==> config.mk <==
export PLATFORM = sky130hd
export DESIGN_NAME = uuid_text_parser
export DESIGN_NICKNAME = d
export VERILOG_FILES = /design/src/rtl/core/utp_pkg.sv /design/src/rtl/core/uuid_text_parser.sv /design/src/rtl/core/utp_parse.sv /design/src/rtl/core/utp_out.sv
export SDC_FILE = /design/constraint.sdc
export NUM_CORES = 1
export LEC_CHECK = 0
export BUFFER_PORTS_ARGS = -buffer_cell sky130_fd_sc_hd__buf_2
export CORE_MARGIN = 3
export CORE_UTILIZATION = 46
export CTS_CLUSTER_DIAMETER = 30
export DETAILED_ROUTE_END_ITERATION = 8
export HOLD_SLACK_MARGIN = 0.08
export PLACE_DENSITY = 0.66
export SETUP_SLACK_MARGIN = 0.2
export SLEW_MARGIN = 20
export SYNTH_ARGS = -nofsm -noshare
export SYNTH_HDL_FRONTEND = slang
export SYNTH_SLANG_ARGS = --single-unit
==> constraint.sdc <==
create_clock -name i_clk -period 12.5 [get_ports i_clk]
set_input_delay 1.875 -clock i_clk [delete_from_list [all_inputs] [get_ports i_clk]]
set_output_delay 1.875 -clock i_clk [all_outputs]
set_load 0.01 [all_outputs]
==> src/rtl/core/utp_pkg.sv <==
package utp_pkg;

    localparam int CNT_W = 6;

    localparam logic [CNT_W-1:0] DIGITS_TOTAL = 6'd32;
    localparam logic [CNT_W-1:0] GROUP_A      = 6'd8;
    localparam logic [CNT_W-1:0] GROUP_B      = 6'd12;
    localparam logic [CNT_W-1:0] GROUP_C      = 6'd16;
    localparam logic [CNT_W-1:0] GROUP_D      = 6'd20;

    localparam logic KIND_CHAR = 1'b0;
    localparam logic KIND_END  = 1'b1;

    localparam logic [7:0] CH_LBRACE = 8'h7B;
    localparam logic [7:0] CH_RBRACE = 8'h7D;
    localparam logic [7:0] CH_DASH   = 8'h2D;
    localparam logic [7:0] CH_0      = 8'h30;
    localparam logic [7:0] CH_9      = 8'h39;
    localparam logic [7:0] CH_LO_A   = 8'h61;
    localparam logic [7:0] CH_LO_F   = 8'h66;
    localparam logic [7:0] CH_UP_A   = 8'h41;
    localparam logic [7:0] CH_UP_F   = 8'h46;

    typedef struct packed {
        logic [63:0] value_high;
        logic [63:0] value_low;
        logic        valid_res;
    } t_result;

    // bit 4 set: not a hex digit
    function automatic logic [4:0] hex_nibble(input logic [7:0] ch);
        logic [4:0] v;
        if (ch >= CH_0 && ch <= CH_9) begin
            v = {1'b0, ch[3:0]};
        end else if ((ch >= CH_LO_A && ch <= CH_LO_F) || (ch >= CH_UP_A && ch <= CH_UP_F)) begin
            v = {1'b0, ch[3:0] + 4'd9};
        end else begin
            v = 5'h10;
        end
        return v;
    endfunction

endpackage

==> src/rtl/core/uuid_text_parser.sv <==
// channel | valid   | stall   | payload
// input   | i_valid | o_stall | i_kind, i_symbol
// output  | o_valid | i_stall | o_value_high, o_value_low, o_valid_res
//
// One transfer in per cycle, back to back, while o_stall is low; a character
// passes through the input register without stalling. An end marker's result
// is loaded into the output register at the edge that empties the input register.
// Reset is synchronous, active low, and clears parse state but not data registers.
// o_stall rises only while an end marker waits on a full, stalled output register.
module uuid_text_parser (
    input  logic        i_clk,
    input  logic        i_rst_n,
    input  logic        i_valid,
    output logic        o_stall,
    input  logic        i_kind,
    input  logic [7:0]  i_symbol,
    output logic        o_valid,
    input  logic        i_stall,
    output logic [63:0] o_value_high,
    output logic [63:0] o_value_low,
    output logic        o_valid_res
);

    logic             res_valid;
    logic             res_ready;
    utp_pkg::t_result res;
    utp_pkg::t_result out_res;

    utp_parse u_parse (
        .i_clk       (i_clk),
        .i_rst_n     (i_rst_n),
        .i_valid     (i_valid),
        .o_stall     (o_stall),
        .i_kind      (i_kind),
        .i_symbol    (i_symbol),
        .o_res_valid (res_valid),
        .i_res_ready (res_ready),
        .o_res       (res)
    );

    utp_out u_out (
        .i_clk       (i_clk),
        .i_rst_n     (i_rst_n),
        .i_res_valid (res_valid),
        .o_res_ready (res_ready),
        .i_res       (res),
        .o_valid     (o_valid),
        .i_stall     (i_stall),
        .o_res       (out_res)
    );

    assign o_value_high = out_res.value_high;
    assign o_value_low  = out_res.value_low;
    assign o_valid_res  = out_res.valid_res;

endmodule

==> src/rtl/core/utp_parse.sv <==
module utp_parse (
    input  logic               i_clk,
    input  logic               i_rst_n,
    input  logic               i_valid,
    output logic               o_stall,
    input  logic               i_kind,
    input  logic [7:0]         i_symbol,
    output logic               o_res_valid,
    input  logic               i_res_ready,
    output utp_pkg::t_result   o_res
);

    typedef struct packed {
        logic [63:0]               acc_high;
        logic [63:0]               acc_low;
        logic [utp_pkg::CNT_W-1:0] digit_count;
        logic                      seen_first;
        logic                      brace_open;
        logic                      dashed_form;
        logic                      dash_taken;
        logic                      brace_closed;
        logic                      error_latched;
    } t_state;

    logic       r_in_valid;
    logic       r_kind;
    logic [7:0] r_symbol;
    t_state     r_st;
    t_state     n_st;
    logic       consume;
    logic       ok;
    logic [4:0] nib;
    logic       is_group;

    assign consume = r_in_valid && (r_kind == utp_pkg::KIND_CHAR || i_res_ready);
    assign o_stall = r_in_valid && !consume;

    assign nib      = utp_pkg::hex_nibble(r_symbol);
    assign is_group = (r_st.digit_count == utp_pkg::GROUP_B)
                   || (r_st.digit_count == utp_pkg::GROUP_C)
                   || (r_st.digit_count == utp_pkg::GROUP_D);

    assign ok = !r_st.error_latched && r_st.seen_first
             && r_st.digit_count == utp_pkg::DIGITS_TOTAL
             && (!r_st.brace_open || r_st.brace_closed);

    assign o_res_valid       = r_in_valid && r_kind == utp_pkg::KIND_END;
    assign o_res.value_high  = ok ? r_st.acc_high : 64'd0;
    assign o_res.value_low   = ok ? r_st.acc_low  : 64'd0;
    assign o_res.valid_res   = ok;

    always_comb begin
        n_st = r_st;
        if (consume) begin
            if (r_kind == utp_pkg::KIND_END) begin
                n_st = '0;
            end else if (!r_st.error_latched) begin
                n_st.seen_first = 1'b1;
                if (!r_st.seen_first && r_symbol == utp_pkg::CH_LBRACE) begin
                    n_st.brace_open = 1'b1;
                end else if (r_st.brace_closed) begin
                    n_st.error_latched = 1'b1;
                end else if (r_st.digit_count >= utp_pkg::DIGITS_TOTAL) begin
                    if (r_st.brace_open && r_symbol == utp_pkg::CH_RBRACE) begin
                        n_st.brace_closed = 1'b1;
                    end else begin
                        n_st.error_latched = 1'b1;
                    end
                end else if (r_st.digit_count == utp_pkg::GROUP_A && !r_st.dash_taken
                             && r_symbol == utp_pkg::CH_DASH) begin
                    n_st.dashed_form = 1'b1;
                    n_st.dash_taken  = 1'b1;
                end else if (is_group && r_st.dashed_form && !r_st.dash_taken) begin
                    if (r_symbol == utp_pkg::CH_DASH) begin
                        n_st.dash_taken = 1'b1;
                    end else begin
                        n_st.error_latched = 1'b1;
                    end
                end else if (nib[4]) begin
                    n_st.error_latched = 1'b1;
                end else begin
                    n_st.acc_high    = {r_st.acc_high[59:0], r_st.acc_low[63:60]};
                    n_st.acc_low     = {r_st.acc_low[59:0], nib[3:0]};
                    n_st.digit_count = r_st.digit_count + 6'd1;
                    n_st.dash_taken  = 1'b0;
                end
            end
        end
    end

    always_ff @(posedge i_clk) begin
        if (!i_rst_n) begin
            r_in_valid <= 1'b0;
            r_st       <= '0;
        end else begin
            r_st <= n_st;
            if (!o_stall) begin
                r_in_valid <= i_valid;
            end
        end
    end

    always_ff @(posedge i_clk) begin
        if (!o_stall) begin
            r_kind   <= i_kind;
            r_symbol <= i_symbol;
        end
    end

`ifndef SYNTHESIS
    a_count_range: assert property (@(posedge i_clk) disable iff (!i_rst_n)
        r_st.digit_count <= utp_pkg::DIGITS_TOTAL)
        else $error("digit count beyond 32");

    a_end_clears: assert property (@(posedge i_clk) disable iff (!i_rst_n)
        (consume && r_kind == utp_pkg::KIND_END) |=>
            (r_st.digit_count == '0 && !r_st.error_latched && !r_st.seen_first))
        else $error("state not cleared after end marker");

    a_close_needs_open: assert property (@(posedge i_clk) disable iff (!i_rst_n)
        r_st.brace_closed |-> (r_st.brace_open && r_st.digit_count == utp_pkg::DIGITS_TOTAL))
        else $error("closing brace without opening brace or full digits");

    a_dash_form: assert property (@(posedge i_clk) disable iff (!i_rst_n)
        r_st.dash_taken |-> r_st.dashed_form)
        else $error("dash taken outside dashed form");

    a_valid_full: assert property (@(posedge i_clk) disable iff (!i_rst_n)
        (o_res_valid && o_res.valid_res) |-> !r_st.error_latched)
        else $error("valid result with latched error");
`endif

endmodule

==> src/rtl/core/utp_out.sv <==
module utp_out (
    input  logic             i_clk,
    input  logic             i_rst_n,
    input  logic             i_res_valid,
    output logic             o_res_ready,
    input  utp_pkg::t_result i_res,
    output logic             o_valid,
    input  logic             i_stall,
    output utp_pkg::t_result o_res
);

    logic             r_valid;
    utp_pkg::t_result r_res;

    assign o_res_ready = !r_valid || !i_stall;
    assign o_valid     = r_valid;
    assign o_res       = r_res;

    always_ff @(posedge i_clk) begin
        if (!i_rst_n) begin
            r_valid <= 1'b0;
        end else if (o_res_ready) begin
            r_valid <= i_res_valid;
        end
    end

    always_ff @(posedge i_clk) begin
        if (o_res_ready && i_res_valid) begin
            r_res <= i_res;
        end
    end

endmodule
==> impl_metrics.ini <==
[yosys]
synth-seq-cells = 280
synth_cell_types = 45
synthXorXnorAreaFrac_pct = 0.1667
netlist_instances = 831
seq_area_frac_synth_pct = 66.50
synth.area.mux_share_pct = 11.53
synth_nets = 850
synthAdderAreaFrac_pct = 0.7145
synth_top_family_by_area = simple AND/OR/NAND/NOR gates
synthSimpleGateAreaFrac_pct = 15.30
synth_compound_area_share_pct = 3.323
yosysWarnings = 0
synth_area_per_cell_sq_um = 12.64
syn_area_sq_um = 10510

[setup_path]
crit_path_top_delay_cell = nand4_1
cp-start-kind = input port
crit_buf_inv = 3
crit_top_cell = buf_2
end_kind = output port
crit_family = buffers and inverters
cp_cell_sequence = buf_2, nand4_1, inv_1, buf_2
cp_max_fo = 10
path_class = in -> out
crit_path_max_incr_delay_ns = 0.42
critical_path_required_ns = 10.62
arrival_ns = 2.77

[worst_hold_path]
hold_path.class = reg -> reg

[sta]
fin_crit_ns = 4.646
rsz0062_at_grt = no
setup_violations = 0
fin_worst_skew_ns = 0.01997
setup_tns_ns = 0
slew_violations = 0
clock.fmax_ghz = 0.2152
hold_viol = 0
fin_crit_sh_pct = 37.17
setup_slack_ns = 7.854
slew_headroom_pct = 27.72
worst_pin_slew_ns = 1.082

[clock_tree]
cts-resized-gates = 0
clk_pin_slew_ns = 0.05
cts.sinks = 280
cts_tree = built
cts-buffers-inserted = 49
root_buffer = clkbuf_16
postCtsSetupBuffers = 0
htree_levels = 2
clk_path_buf_depth = 3
cts_hold_buf = 0
insertion_delay_ns = 0.54

[grt]
antenna_found_initial = 0
grt_overflow = 0
grt_pass1_wl_um = 32160
grt_usage_pct = 16.03
grt_max_degree = 85
grt_pass1_vias = 6330

[drt]
drc = 0
ant_nets = 0
wl_um = 19570
dr.first_iter.drc_count = 359
vias_per_cell = 4.914
first_pass_iters = 4
vias = 6422
wl_per_cell_um = 14.97

[floorplan]
io_pins = 144
die_h_um = 157.1
die_w_um = 157.1
dieArea_sq_um = 24690
core_sq_um = 22160
placementRows = 54
initial_core_util_pct = 47.41

[flow_run]
max_cap_viol_count = 0

[cells_and_area]
area_delta_synth_final_pct = 24.79
final_cell_mix = 143 x buf_2, 142 x dfxtp_1, 139 x nand2_1
num_antenna_cells = 0
drive_above_1_share_pct = 23.37
nets = 1005
layout_commonest_cell = buf_2

[placed_design]
io_buffers = 143
place_ws_ns = 7.140
gp_congestion = 0.7810
place_hpwl_um = 11750

[run_status]
status = finished, final reports clean

[power_and_ir_drop]
p_leak_nw = 5.291
vdd_drop_max_mv = 0.09847
pwr_density_cell_nw_per_um2 = 176.7
==> metal layers <==
metal | vias up | global-route usage [%] | wire length [um]
met5 | - | 0 | 0
met4 | 0 | 6.116 | 435
met3 | 33 | 3.849 | 1128
met2 | 177 | 24.30 | 8663
met1 | 2986 | 22.45 | 9338
li1 | 3226 | - | -
==> worst paths after layout <==
| check | slack [ns] | endpoint | cells after the start | start |
|---|---|---|---|---|
| max reg2reg | 8.99 | u_parse.r_st[82] | 7 | u_parse.r_kind |
| min reg2reg | 0.47 | u_parse.r_st[16] | 2 | u_parse.r_st[12] |
| min | 0.47 | u_parse.r_st[16] | 2 | u_parse.r_st[12] |
| max | 7.85 | o_stall | 4 | i_stall |
==> registers in the layout, summed over array words and instances (netlist names) <==
name,flops
u_parse.r_st,140
u_out.o_res,129
u_parse.r_symbol,8
u_out.o_valid,1
u_parse.r_in_valid,1
u_parse.r_kind,1
==> where the power goes <==
group          total (W)  switching [W]  internal, W
registers       0.000973     0.00000526     0.000968
clock network    0.00129       0.000441     0.000847
logic          0.0000561      0.0000378    0.0000183
total            0.00232       0.000484      0.00183
==> cell families after synthesis <==
family	after synthesis
and+or+nand+nor	315
DFF	280
muxes	121
buffers and inverters	54
AOI/OAI and AO/OA	53
adders and majority gates	6
xor gates and xnor gates	2
==> cells in the mapped netlist <==
master / count / share of area [%]
a211oi_1: 1 / 0.071
a21boi_0: 1 / 0.071
a21o_1: 1 / 0.071
a21oi_1: 15 / 0.71
a21oi_2: 1 / 0.083
a31o_2: 3 / 0.25
a31oi_1: 2 / 0.12
a32o_2: 1 / 0.11
and2_1: 131 / 7.8
and3b_1: 1 / 0.083
and4b_1: 1 / 0.095
buf_4: 9 / 0.64
buf_6: 3 / 0.32
clkbuf_1: 35 / 1.3
dfxtp_1: 142 / 27
edfxtp_1: 138 / 39
ha_1: 6 / 0.71
inv_1: 7 / 0.25
mux2i_1: 121 / 12
nand2_1: 139 / 5.0
nand2b_1: 3 / 0.18
nand3_1: 6 / 0.29
nand4_1: 8 / 0.48
nor2_1: 12 / 0.43
nor2_4: 1 / 0.11
nor2b_1: 2 / 0.12
nor3_1: 1 / 0.048
nor3b_1: 1 / 0.071
nor4_1: 2 / 0.12
nor4b_1: 1 / 0.083
o2111ai_1: 1 / 0.083
o211a_1: 2 / 0.19
o211ai_1: 6 / 0.43
o211ai_2: 1 / 0.12
o21a_1: 1 / 0.071
o21ai_0: 11 / 0.52
o21ai_1: 1 / 0.048
o21bai_1: 2 / 0.14
o2bb2ai_1: 1 / 0.083
o31ai_1: 2 / 0.14
or3_1: 3 / 0.18
or3b_1: 1 / 0.083
or3b_2: 1 / 0.083
or4b_1: 1 / 0.095
xnor2_1: 2 / 0.17
==> stage by stage <==
stage               utilization, %  area, sq um  std cells  total power, W  hold slack, ns
floorplan                        -        10510        831        0.001036          0.4364
global route                 59.16        13110       1307        0.002401          0.4903
finish                       59.16        13110       1307        0.002317          0.4718
CTS                          58.95        13060       1305        0.002344          0.4761
global placement             51.51        11410       1213        0.001046          0.4472
detailed placement           51.51        11410       1213        0.001047          0.4638
==> worst min-delay path, stage by stage, from the launching register on <==
cell and delay [ns]:
dfxtp_1 0.32, nand2_1 0.06, mux2i_1 0.05
==> area by class of cell <==
class / count / area [sq um]
inverter: 7 / 26.28
tap: 280 / 350.3
timing repair buffer: 151 / 808.3
sequential: 280 / 6987
clock inverter: 24 / 257.7
multi-input combinational: 497 / 3291
fill: 1819 / 9050
clock buffer: 68 / 1391
(Power assumes the default switching activity.)
